--- config.mk ---
export PLATFORM = sky130hd
export DESIGN_NAME = unsigned_to_radix_ascii
export DESIGN_NICKNAME = d
export VERILOG_FILES = /design/src/rtl/u2ra_pkg.sv /design/src/rtl/u2ra_ctrl.sv /design/src/rtl/u2ra_dp.sv /design/src/rtl/unsigned_to_radix_ascii.sv
export SDC_FILE = /design/constraint.sdc
export NUM_CORES = 1
export LEC_CHECK = 0
export ABC_CLOCK_PERIOD_IN_PS = 7480
export BUFFER_PORTS_ARGS = -buffer_cell sky130_fd_sc_hd__buf_2
export CAP_MARGIN = 30
export CORE_UTILIZATION = 55
export DETAILED_ROUTE_END_ITERATION = 8
export HOLD_SLACK_MARGIN = 0.12
export PLACE_DENSITY = 0.81
export SYNTH_ARGS = -nofsm -noshare
export SYNTH_HDL_FRONTEND = slang
export SYNTH_SLANG_ARGS = --single-unit
--- constraint.sdc ---
create_clock -name clk -period 7.48 [get_ports clk]
set_input_delay 0.374 -clock clk [delete_from_list [all_inputs] [get_ports clk]]
set_output_delay 0.374 -clock clk [all_outputs]
set_load 0.005 [all_outputs]
--- src/rtl/u2ra_pkg.sv ---
package u2ra_pkg;

	localparam int VALUE_WIDTH = 32;

	// decimal digits of 2^W-1, via log10(2) ~ 0.30103
	localparam int DEC_DIGITS = (VALUE_WIDTH * 30103) / 100000 + 1;
	localparam int HEX_DIGITS = (VALUE_WIDTH + 3) / 4;
	localparam int NUM_DIGITS = (DEC_DIGITS > HEX_DIGITS) ? DEC_DIGITS : HEX_DIGITS;
	localparam int DIG_IDX_W  = $clog2(NUM_DIGITS);

	// double-dabble consumes this many value bits per cycle
	localparam int STEP_BITS  = 8;
	localparam int NUM_STEPS  = (VALUE_WIDTH + STEP_BITS - 1) / STEP_BITS;
	localparam int STEP_W     = (NUM_STEPS > 1) ? $clog2(NUM_STEPS) : 1;
	localparam int PAD_WIDTH  = NUM_STEPS * STEP_BITS;

	localparam logic [1:0] FUNC_DEC    = 2'd0;
	localparam logic [1:0] FUNC_HEX_LO = 2'd1;
	localparam logic [1:0] FUNC_HEX_UP = 2'd2;
	localparam logic [1:0] FUNC_NONE   = 2'd3;

	localparam logic [6:0] CHAR_ZERO  = 7'h30;
	localparam logic [6:0] CHAR_UP_A  = 7'h41;
	localparam logic [6:0] CHAR_LO_A  = 7'h61;

	typedef struct packed {
		logic [VALUE_WIDTH-1:0] value;
		logic [1:0]             func;
	} in_item_t;

	typedef struct packed {
		logic [6:0] digit_char;
		logic       last_digit;
	} out_item_t;

	typedef enum logic [1:0] {
		ST_IDLE,
		ST_CONV,
		ST_SCAN,
		ST_EMIT
	} state_t;

	typedef struct packed {
		logic load;
		logic load_dec;
		logic conv;
		logic scan;
		logic emit;
	} cmd_t;

	typedef struct packed {
		logic conv_last;
		logic idx_zero;
		logic out_free;
	} status_t;

	function automatic logic [6:0] digit_to_char(input logic [3:0] d, input logic upper);
		logic [6:0] c;
		if (d < 4'd10) begin
			c = CHAR_ZERO + {3'd0, d};
		end else if (upper) begin
			c = CHAR_UP_A + {3'd0, d - 4'd10};
		end else begin
			c = CHAR_LO_A + {3'd0, d - 4'd10};
		end
		return c;
	endfunction

endpackage

--- src/rtl/u2ra_ctrl.sv ---
module u2ra_ctrl (
	input  logic               clk,
	input  logic               arst_n,
	input  logic               in_valid,
	input  logic [1:0]         in_func,
	input  u2ra_pkg::status_t  status,
	output logic               in_ready,
	output u2ra_pkg::cmd_t     cmd
);

	u2ra_pkg::state_t state_q;
	u2ra_pkg::state_t state_d;
	logic             take;

	assign take = in_valid && (state_q == u2ra_pkg::ST_IDLE);

	always_ff @(posedge clk or negedge arst_n) begin
		if (!arst_n) begin
			state_q <= u2ra_pkg::ST_IDLE;
		end else begin
			state_q <= state_d;
		end
	end

	always_comb begin
		state_d = state_q;
		case (state_q)
			u2ra_pkg::ST_IDLE: begin
				// unlisted selector: transfer taken, nothing emitted
				if (in_valid && in_func != u2ra_pkg::FUNC_NONE) begin
					state_d = (in_func == u2ra_pkg::FUNC_DEC) ? u2ra_pkg::ST_CONV
						: u2ra_pkg::ST_SCAN;
				end
			end
			u2ra_pkg::ST_CONV: begin
				if (status.conv_last) begin
					state_d = u2ra_pkg::ST_SCAN;
				end
			end
			u2ra_pkg::ST_SCAN: begin
				state_d = u2ra_pkg::ST_EMIT;
			end
			u2ra_pkg::ST_EMIT: begin
				if (status.out_free && status.idx_zero) begin
					state_d = u2ra_pkg::ST_IDLE;
				end
			end
			default: begin
				state_d = u2ra_pkg::ST_IDLE;
			end
		endcase
	end

	always_comb begin
		in_ready     = 1'b0;
		cmd          = '0;
		case (state_q)
			u2ra_pkg::ST_IDLE: begin
				in_ready     = 1'b1;
				cmd.load     = take && (in_func != u2ra_pkg::FUNC_NONE);
				cmd.load_dec = in_func == u2ra_pkg::FUNC_DEC;
			end
			u2ra_pkg::ST_CONV: begin
				cmd.conv = 1'b1;
			end
			u2ra_pkg::ST_SCAN: begin
				cmd.scan = 1'b1;
			end
			u2ra_pkg::ST_EMIT: begin
				cmd.emit = status.out_free;
			end
			default: begin
				cmd = '0;
			end
		endcase
	end

endmodule

--- src/rtl/u2ra_dp.sv ---
module u2ra_dp (
	input  logic                clk,
	input  logic                arst_n,
	input  u2ra_pkg::in_item_t  in_data,
	input  u2ra_pkg::cmd_t      cmd,
	input  logic                out_ready,
	output logic                out_valid,
	output u2ra_pkg::out_item_t out_data,
	output u2ra_pkg::status_t   status
);

	localparam int DW = u2ra_pkg::NUM_DIGITS * 4;

	logic [u2ra_pkg::PAD_WIDTH-1:0]                value_q;
	logic [u2ra_pkg::NUM_DIGITS-1:0][3:0]          digits_q;
	logic [u2ra_pkg::STEP_W-1:0]                   step_q;
	logic [u2ra_pkg::DIG_IDX_W-1:0]                idx_q;
	logic                                          upper_q;
	logic                                          out_valid_q;
	u2ra_pkg::out_item_t                           out_data_q;

	logic [DW-1:0]                                 hex_ext;
	logic [DW-1:0]                                 bcd_next;
	logic [u2ra_pkg::PAD_WIDTH-1:0]                value_next;
	logic [u2ra_pkg::DIG_IDX_W-1:0]                top_idx;

	assign hex_ext = DW'(in_data.value);

	// eight shift-and-add-3 steps of double dabble
	always_comb begin
		logic [DW-1:0]                  bcd;
		logic [u2ra_pkg::PAD_WIDTH-1:0] val;
		bcd = digits_q;
		val = value_q;
		for (int b = 0; b < u2ra_pkg::STEP_BITS; b++) begin
			for (int d = 0; d < u2ra_pkg::NUM_DIGITS; d++) begin
				if (bcd[d*4 +: 4] >= 4'd5) begin
					bcd[d*4 +: 4] = bcd[d*4 +: 4] + 4'd3;
				end
			end
			bcd = {bcd[DW-2:0], val[u2ra_pkg::PAD_WIDTH-1]};
			val = {val[u2ra_pkg::PAD_WIDTH-2:0], 1'b0};
		end
		bcd_next   = bcd;
		value_next = val;
	end

	// most significant nonzero digit, zero when all digits are zero
	always_comb begin
		top_idx = '0;
		for (int d = 0; d < u2ra_pkg::NUM_DIGITS; d++) begin
			if (digits_q[d] != 4'd0) begin
				top_idx = u2ra_pkg::DIG_IDX_W'(d);
			end
		end
	end

	always_ff @(posedge clk) begin
		if (cmd.load) begin
			upper_q <= in_data.func == u2ra_pkg::FUNC_HEX_UP;
			value_q <= u2ra_pkg::PAD_WIDTH'(in_data.value);
			step_q  <= '0;
			if (cmd.load_dec) begin
				digits_q <= '0;
			end else begin
				digits_q <= hex_ext;
			end
		end else if (cmd.conv) begin
			digits_q <= bcd_next;
			value_q  <= value_next;
			step_q   <= step_q + 1'b1;
		end
		if (cmd.scan) begin
			idx_q <= top_idx;
		end else if (cmd.emit) begin
			idx_q <= idx_q - 1'b1;
		end
		if (cmd.emit) begin
			out_data_q.digit_char <= u2ra_pkg::digit_to_char(digits_q[idx_q], upper_q);
			out_data_q.last_digit <= idx_q == '0;
		end
	end

	always_ff @(posedge clk or negedge arst_n) begin
		if (!arst_n) begin
			out_valid_q <= 1'b0;
		end else if (cmd.emit) begin
			out_valid_q <= 1'b1;
		end else if (out_ready) begin
			out_valid_q <= 1'b0;
		end
	end

	assign status.conv_last = step_q == u2ra_pkg::STEP_W'(u2ra_pkg::NUM_STEPS - 1);
	assign status.idx_zero  = idx_q == '0;
	assign status.out_free  = !out_valid_q || out_ready;

	assign out_valid = out_valid_q;
	assign out_data  = out_data_q;

endmodule

--- src/rtl/unsigned_to_radix_ascii.sv ---
// Unsigned number to ASCII digits, decimal or hex, most significant first.
// Input channel (in_valid/in_ready/in_data) carries a value and a selector:
// decimal, lower-case hex or upper-case hex. Selector code 3 is taken and
// dropped with no output. Output channel (out_valid/out_ready/out_data)
// carries one ASCII digit per transfer, last_digit set on the final one;
// leading zeros are suppressed and zero gives a single '0'.
// One value at a time: in_ready is high only while the controller is idle.
// Decimal: double dabble at eight bits per cycle, a scan state for the
// leading digit, then one digit per cycle into the output register
// while the receiver accepts. Hex skips the conversion.
// The output register lets the last digit wait while the next value is
// taken. A stalled receiver holds digit generation; nothing is dropped.
// Reset clears the controller and output valid; no state spans values.
module unsigned_to_radix_ascii (
	input  logic                clk,
	input  logic                arst_n,
	input  logic                in_valid,
	output logic                in_ready,
	input  u2ra_pkg::in_item_t  in_data,
	output logic                out_valid,
	input  logic                out_ready,
	output u2ra_pkg::out_item_t out_data
);

	u2ra_pkg::cmd_t    cmd;
	u2ra_pkg::status_t status;

	u2ra_ctrl u_ctrl (
		.clk      (clk),
		.arst_n   (arst_n),
		.in_valid (in_valid),
		.in_func  (in_data.func),
		.status   (status),
		.in_ready (in_ready),
		.cmd      (cmd)
	);

	u2ra_dp u_dp (
		.clk       (clk),
		.arst_n    (arst_n),
		.in_data   (in_data),
		.cmd       (cmd),
		.out_ready (out_ready),
		.out_valid (out_valid),
		.out_data  (out_data),
		.status    (status)
	);

endmodule
==> metrics.cfg, run 1 <==
[floorplanning]
core-area_um2 = 26100
fp.dieH_um = 165
start_util = 0.560
die_area_um2 = 27200
rows = 59
die_w_um = 165
pin_count = 48

[drt]
drc = 0
first_pass_iters = 8
vias_per_cell = 6.51
drt-initial-drc-count = 1541
ant_nets = 0
wl_per_cell_um = 17.1
num_vias = 15000
postRouteWirelength_um = 39300

[clocking]
clk_path_buf_depth = 2
cts_tree = built
cts_buffers = 9
clock-sinks = 90
worstSkewPairLatency_ns = 0.36
cts-root-buf = clkbuf_16
clk_pin_slew_ns = 0.08
cts_max_level = 3

[yosys]
synth_edf_count = 85
yosysTopAreaCell = edfxtp_1
synth.area.top_cells = edfxtp_1, ha_1, nand2_1
synth_nets = 2052
syn_area_um2 = 14600
synth_cells = 1923
ys_warn_count = 0
yosys.area.top_type_share = 0.175
synthArstFlopShare = 0.0333
postSynthRegisterBits = 90
synth.distinct_cells = 107
synth_flop_cell = edfxtp_1
syn_area_per_cell_um2 = 7.59
seq_area_frac_synth = 0.183

[timing]
report.final.slew_viol_count = 0
clock.fmax_mhz = 135
rsz0062_at_grt = true
fin_crit_ns = 7.39
final.period_utilization = 0.988
max-slew-margin-rel = 0.325
tightest_slew_ns = 1.01
fin_skew_ns = 0.0119
finalSetupViolCount = 0
final-hold-violation-count = 0
fin_tns_setup_ns = 0

[critical_path]
end_kind = flip-flop
cp-start-kind = flip-flop
worst_path_largest_cell_delay_ns = 0.52
crit_fanout = 7
crit_type = reg2reg
crit_required_ns = 7.69
arrival_ns = 7.60
crit_path_top_delay_cell = or4_1

[placement]
dpl_cell_area_um2 = 15100
hpwl_um = 29400
port-buffer-count = 47
gp_congestion = 0.953
dpl.cell_count = 2256

[layout]
fillCellCount = 2225
fin_area_um2 = 16000
final_nets = 2087
final_common_cell = nand2_1
most-common-layout-cells = nand2_1, inv_1, a21oi_1
area_growth_syn_to_layout_pct = 9.90
diodes = 0
post-route-util = 0.615
final_cell_count_no_fill = 2298
drive_above_1_share = 0.164

[grt]
grt_pass1_vias = 13100
grt_max_degree = 73
overflow = 0
grt_usage = 0.272
grt_pass1_wl_um = 60900
antenna_found_initial = 0

[flow_run]
max_cap_viol_count = 0

[min_path]
hp-class = in2async

[outcome]
status = completed

## repair_timing
action	4_1_cts	5_1_grt
gates resized for setup	5	81
hold buffers	1	0
pin swaps	0	12
endpoints found under the setup margin	5	32
buffers inserted	2	23
cloned	0	0
hold endpoints to repair	3	0
## layer usage
metal | up-vias | wire length (um) | global-route usage | part of all wire
met2 | 581 | 18600 | 0.465 | 0.47
li1 | 7273 | - | - | -
met5 | - | 0 | 0 | 0
met3 | 80 | 2880 | 0.0374 | 0.073
met4 | 0 | 1060 | 0.0872 | 0.027
met1 | 7035 | 16800 | 0.353 | 0.43
## cell usage after synthesis, types with 27 or more instances
cell      instances
a211oi_1         31
o21ai_1          28
nand2_1         234
nand3_1          66
nor2_1          124
inv_1           134
nor3_1           44
nand2b_1         36
or3_1            27
and2_1           45
mux2i_1          62
o21ai_0         122
mux2_2           46
ha_1             91
clkbuf_1         47
a21oi_1         136
edfxtp_1         85
xnor2_1          33
o211ai_1         35
## state kept, by name, summed over array words and instances (netlist names)
register,cells
u_ctrl.state_q,2
u_dp.digits_q,40
u_dp.idx_q,4
u_dp.out_data,8
u_dp.out_valid,1
u_dp.step_q,2
u_dp.upper_q,1
u_dp.value_q,32
## per-stage QoR
stage          hold slack [ns]  worst slack [ns]
2_1_floorplan           0.0784             0.404
3_3_place_gp             0.171             0.212
3_5_place_dp             0.176            -0.192
4_1_cts                  0.314            0.0174
5_1_grt                  0.324            -0.254
6_report                 0.327            0.0886
## worst max-delay path, delay by kind of cell, from the launching register on
family,cells,cell delay [ns]
adders and majority gates,7,1.47
buffers and inverters,6,0.54
and+or+nand+nor,10,2.28
AOI/OAI and AO/OA,12,2.31
xor gates and xnor gates,1,0.18
DFF,1,0.46
## kinds of logic (layout without fill, tap and decap cells)
| group | count (synthesis) | after routing | share of synthesized area |
|---|---|---|---|
| buf+inv | 207 | 247 | 0.0556 |
| xor+xnor | 56 | 56 | 0.0367 |
| mux | 119 | 119 | 0.0938 |
| compound gates | 658 | 658 | 0.316 |
| fa+ha+maj | 91 | 91 | 0.0780 |
| simple gates | 702 | 702 | 0.237 |
| flops | 90 | 90 | 0.183 |
## cell type report
cell class | instances | area [um2] | share of cell area
tap | 335 | 419 | 0.0261
sequential | 90 | 2670 | 0.166
multi-input combinational | 1626 | 11500 | 0.720
inverter | 140 | 526 | 0.0328
clock buffer | 9 | 225 | 0.0140
timing repair buffer | 91 | 572 | 0.0357
clock inverter | 7 | 83.8 | 0.00523
## final timing paths
| check | start | endpoint | slack, ns | cells past startpoint |
|---|---|---|---|---|
| max in group asynchronous | arst_n | u_ctrl.state_q[0] | 7.04 | 2 |
| worst min register to register | u_dp.value_q[12] | u_dp.value_q[20] | 0.51 | 2 |
| worst max-delay path | u_dp.digits_q[32] | u_dp.digits_q[36] | 0.09 | 36 |
| min in group clk | in_data[12] | u_dp.value_q[10] | 0.33 | 3 |
| worst max register to register | u_dp.digits_q[32] | u_dp.digits_q[36] | 0.09 | 36 |
| worst min-delay path | arst_n | u_dp.out_valid | 0.33 | 2 |
Power of run 1 is left out: the tool's default activity adds up to more than one toggle a clock period on the data nets, which glitch-free logic cannot reach.
==> run 2: changes to the inputs <==
--- a/config.mk
+++ b/config.mk
@@ -14,4 +14,5 @@
 export PLACE_DENSITY = 0.81
 export SYNTH_ARGS = -nofsm -noshare
 export SYNTH_HDL_FRONTEND = slang
+export SYNTH_HIERARCHICAL = 1
 export SYNTH_SLANG_ARGS = --single-unit
==> metrics.cfg, run 2 <==
[floorplanning]
die_w_um = 164
start_util = 0.559
rows = 59
fp.dieH_um = 164
die_area_um2 = 27000
pin_count = 48
core-area_um2 = 25900

[clocking]
worstSkewPairLatency_ns = 0.34
clk_path_buf_depth = 2
cts-root-buf = clkbuf_16
cts_buffers = 9
cts_max_level = 3
clk_pin_slew_ns = 0.07
clock-sinks = 90
cts_tree = built

[yosys]
seq_area_frac_synth = 0.184
synth_flop_cell = edfxtp_1
synth_edf_count = 85
syn_area_per_cell_um2 = 8.00
yosys.area.top_type_share = 0.176
synthMostInstantiatedCell = nand2_1
yosysTopAreaCell = edfxtp_1
synthArstFlopShare = 0.0333
ys_warn_count = 6
synth.area.top_cells = edfxtp_1, ha_1, nand2_1
synthTopCellsByCount = nand2_1, inv_1, nor2_1
synth_cells = 1809
synth_nets = 1940
postSynthRegisterBits = 90
synth.distinct_cells = 129
syn_area_um2 = 14500

[critical_path]
r2r_start = u_dp/digits_q[36]
crit_buf_inv = 4
critPathLaunch = u_dp/digits_q[36]
crit_fanout = 5
crit_type = reg2reg
cp-start-kind = flip-flop
cpMostUsedCell = ha_1
end_kind = flip-flop
cp_top_family = compound AO/OA/AOI/OAI gates
r2r_slack_ns = 0.19
worst_path_largest_cell_delay_ns = 0.46
arrival_ns = 7.37
crit_path_top_delay_cell = edfxtp_1
crit_required_ns = 7.56

[min_path]
hp-class = in2reg
hp-start = in_data[8]

[placement]
gp_congestion = 0.944
dpl_cell_area_um2 = 15000
port-buffer-count = 47
hpwl_um = 28500
dpl_worst_slack_ns = -0.228

[timing]
tightest_slew_ns = 0.963
max-slew-margin-rel = 0.358
finalSetupViolCount = 0
whs_ns = 0.347
fin_skew_ns = 0.00903
final.period_utilization = 0.975
worst_slack_ns = 0.190
fin_crit_ns = 7.29
clock.fmax_mhz = 137
rsz0062_at_grt = true
final-hold-violation-count = 0
report.final.slew_viol_count = 0

[outcome]
status = completed

[grt]
grt_max_degree = 74
grt_pass1_vias = 12800
grt_usage = 0.271
overflow = 0
grt_pass1_wl_um = 60400
antenna_found_initial = 0

[drt]
num_vias = 14300
postRouteWirelength_um = 39200
ant_nets = 0
drt-initial-drc-count = 1199
vias_per_cell = 6.49
wl_met1_um = 16800
met2WireLength_um = 19000
wl_met3_um = 2430
first_pass_iters = 5
wl_per_cell_um = 17.8
drc = 0
top_layer = met4

[layout]
post-route-util = 0.621
most-common-layout-cells = nand2_1, inv_1, nor2_1
area_growth_syn_to_layout_pct = 11.1
diodes = 0
final_common_cell = nand2_1
drive_above_1_share = 0.201
final_nets = 1999
largest_register_ffs = 40
top_register = u_dp/digits_q
fin_area_um2 = 16100

[flow_run]
max_cap_viol_count = 0

-- run 2: cell count changes in the layout (fill, tap and decap cells not counted), moves of 7 or more --
cell,change
a21o_1,+11
o211ai_1,-8
nand4_1,+8
and2_1,-11
o2111ai_1,-7
and3_1,-12
buf_4,+13
nor3_1,-7
o32ai_1,+10
o21ai_1,+7
nand2_1,-65
nand2b_1,+9
a21oi_1,-27
nand3_1,-28
-- run 2: cell type report --
type	count	area (um2)
clock buffers	9	225
clock inverters	6	106
fillers	2049	9820
inverters	139	522
multi-input cells	1525	11500
flip-flops and latches	90	2670
well taps	335	419
repair buffers	103	658
-- run 2: repair_timing --
| action | in CTS | in global routing |
|---|---|---|
| resized for setup | 12 | 76 |
| endpoints found under the hold margin | 3 | 0 |
| pin swaps | 2 | 22 |
| setup endpoints to repair | 8 | 35 |
| hold buffers | 1 | 0 |
| buffers inserted | 1 | 39 |
-- run 2: worst paths after layout --
path	endpoint	depth (start not counted)
hold / removal	u_dp/value_q[6]	2
min in group asynchronous	u_dp/out_valid	2
max in group asynchronous	u_ctrl/state_q[0]	2
setup / recovery	u_dp/digits_q[38]	37
setup reg to reg	u_dp/digits_q[38]	37
hold reg to reg	u_dp/step_q[1]	2
-- run 2: cells by family (layout without fill, tap and decap cells) --
| kind of cell | count (synthesis) | after routing | synth area share |
|---|---|---|---|
| DFF | 90 | 90 | 0.184 |
| AOI/OAI and AO/OA | 656 | 656 | 0.335 |
| xor gates and xnor gates | 52 | 52 | 0.0338 |
| and+or+nand+nor | 599 | 599 | 0.213 |
| buffers and inverters | 194 | 257 | 0.0529 |
| muxes | 125 | 125 | 0.100 |
| adders and majority gates | 93 | 93 | 0.0804 |
-- run 2: metrics by stage --
step           TNS (ns)  instances
2_1_floorplan         0       1809
3_3_place_gp          0       2151
3_5_place_dp     -0.687       2151
4_1_cts               0       2168
5_1_grt           -1.30       2207
6_report              0       2207
-- run 2: per-layer routing --
metal | vias up | global-route usage
met5 | - | 0
met2 | 544 | 0.465
li1 | 6940 | -
met3 | 87 | 0.0230
met1 | 6749 | 0.360
met4 | 0 | 0.0804
-- run 2: worst reg2reg max path, delay by kind of cell (launching register included) --
kind            cells  cell delay (ns)
flops               1             0.46
simple gates        9             1.19
buf+inv             4             0.51
compound gates      9             1.82
fa+ha+maj           8             1.67
xor+xnor            7             1.37
Power of run 2 is left out for the same reason.
==> run 3: changes to the inputs <==
--- a/config.mk
+++ b/config.mk
@@ -8,10 +8,12 @@
 export ABC_CLOCK_PERIOD_IN_PS = 7480
 export BUFFER_PORTS_ARGS = -buffer_cell sky130_fd_sc_hd__buf_2
 export CAP_MARGIN = 30
-export CORE_UTILIZATION = 55
+export CELL_PAD_IN_SITES_DETAIL_PLACEMENT = 1
+export CELL_PAD_IN_SITES_GLOBAL_PLACEMENT = 1
+export CORE_UTILIZATION = 45
 export DETAILED_ROUTE_END_ITERATION = 8
 export HOLD_SLACK_MARGIN = 0.12
-export PLACE_DENSITY = 0.81
+export PLACE_DENSITY = 0.86
 export SYNTH_ARGS = -nofsm -noshare
 export SYNTH_HDL_FRONTEND = slang
 export SYNTH_HIERARCHICAL = 1
==> metrics.cfg, run 3 (synthesis gave the netlist of run 2 again) <==
[outcome]
status = complete, but fails checks
violations = setup timing

[timing]
fin_skew_ns = 0.0143
tightest_slew_ns = 1.02
final.period_utilization = 1.02
finalSetupViolCount = 6
fin_crit_ns = 7.63
clock.fmax_mhz = 131
final-hold-violation-count = 0
worst_slack_ns = -0.150
whs_ns = 0.312
max-slew-margin-rel = 0.302
report.final.slew_viol_count = 0

[drt]
drc = 0
first_pass_iters = 5
ant_nets = 0
num_vias = 15200
vias_per_cell = 6.61
wl_per_cell_um = 22.0
drt-initial-drc-count = 1177
postRouteWirelength_um = 50700

[clocking]
cts_buffers = 9
clk_path_buf_depth = 2
cts_tree = built
clk_pin_slew_ns = 0.08
cts_max_level = 3
worstSkewPairLatency_ns = 0.37
cts-root-buf = clkbuf_16
clock-sinks = 90

[flow_run]
max_cap_viol_count = 0

[critical_path]
crit_required_ns = 7.57
r2r_start = u_dp/digits_q[36]
crit_fanout = 4
crit_path_top_delay_cell = edfxtp_1
cp-start-kind = flip-flop
arrival_ns = 7.72
r2r_slack_ns = -0.15
endpoint = u_dp/digits_q[38]
cp_top_family = adder cells
path_depth = 35
crit_type = reg2reg
end_kind = flip-flop
worst-r2r-cell-count = 35
worst_path_largest_cell_delay_ns = 0.52
critPathLaunch = u_dp/digits_q[36]
reg2reg_to = u_dp/digits_q[38]
crit_buf_inv = 2
cpMostUsedCell = ha_1

[floorplanning]
pin_count = 48
fp.dieH_um = 181
start_util = 0.458
rows = 65
die_w_um = 181
core-area_um2 = 31600
die_area_um2 = 32900

[layout]
final_common_cell = nand2_1
most-common-layout-cells = nand2_1, inv_1, nor2_1
final_nets = 2025
area_growth_syn_to_layout_pct = 13.7
final_cell_count_no_fill = 2301
top_register = u_dp/digits_q
fillCellCount = 3775
largest_register_ffs = 40
diodes = 0
regArea_um2 = 2670
multi_input_area_um2 = 11600
drive_above_1_share = 0.224
post-route-util = 0.520

[grt]
grt_max_degree = 73
antenna_found_initial = 0
overflow = 0
grt_pass1_wl_um = 72900
grt_pass1_vias = 14500
grt_usage = 0.266

[placement]
hpwl_um = 34700
dpl.cell_count = 2230
gp_congestion = 0.859
port-buffer-count = 47

[min_path]
hp-class = in2reg

## run 3: cell types whose count changed in the layout (fill, tap and decap cells not counted), moves of 3 or more
cell | before | now
o21ai_0 | 113 | 109
a211oi_2 | 9 | 12
and2_4 | 1 | 4
ha_1 | 79 | 74
nor2b_1 | 17 | 14
o21ai_1 | 36 | 40
and2_1 | 33 | 30
buf_4 | 55 | 80
ha_2 | 13 | 16
## run 3: what timing repair did
action,in CTS,in global routing
gates resized for setup,14,106
hold endpoints to repair,3,0
hold buffers,1,0
setup endpoints to repair,11,35
setup buffers,6,47
pin swaps,3,38
## run 3: worst min path at each step
stage,from,to,slack (ns),cells past startpoint
2_1_floorplan,arst_n,u_ctrl/state_q[0],0.08,0
3_3_place_gp,arst_n,u_dp/out_valid,0.18,1
3_5_place_dp,arst_n,u_dp/out_valid,0.19,1
4_1_cts,in_data[7],u_dp/value_q[5],0.32,2
5_1_grt,in_data[4],u_dp/value_q[2],0.32,2
6_report,in_data[7],u_dp/value_q[5],0.31,2
## run 3: metrics by stage
stage,worst slack (ns),TNS (ns),cell area (um2)
finish,-0.150,-0.397,16500
global route,-0.480,-2.52,16500
detailed placement,-0.215,-0.759,15200
CTS,-0.00527,-0.00527,15600
floorplan,0.306,0,14500
global placement,0.201,0,15200
## run 3: cell type report
type | instances | area share
tap | 402 | 0.0306
sequential | 90 | 0.162
timing repair buffer | 129 | 0.0531
clock buffer | 10 | 0.0139
multi-input combinational | 1525 | 0.705
clock inverter | 6 | 0.00395
inverter | 139 | 0.0317
## run 3: worst register-to-register path: cells and delay by family (launching register included)
family / cells / cell delay (ns)
adder cells (fa/ha/maj): 8 / 1.87
AO/OA/AOI/OAI: 9 / 1.78
XOR/XNOR: 7 / 1.61
AND/OR/NAND/NOR: 9 / 1.34
flip-flops: 1 / 0.52
buffers and inverters: 2 / 0.24
## run 3: layer usage
| layer | vias up | global-route usage | share of wire |
|---|---|---|---|
| met2 | 517 | 0.472 | 0.50 |
| met4 | 0 | 0.0719 | 0.032 |
| li1 | 6993 | - | - |
| met3 | 135 | 0.0261 | 0.048 |
| met5 | - | 0 | 0 |
| met1 | 7567 | 0.344 | 0.42 |
Power of run 3 is left out for the same reason.
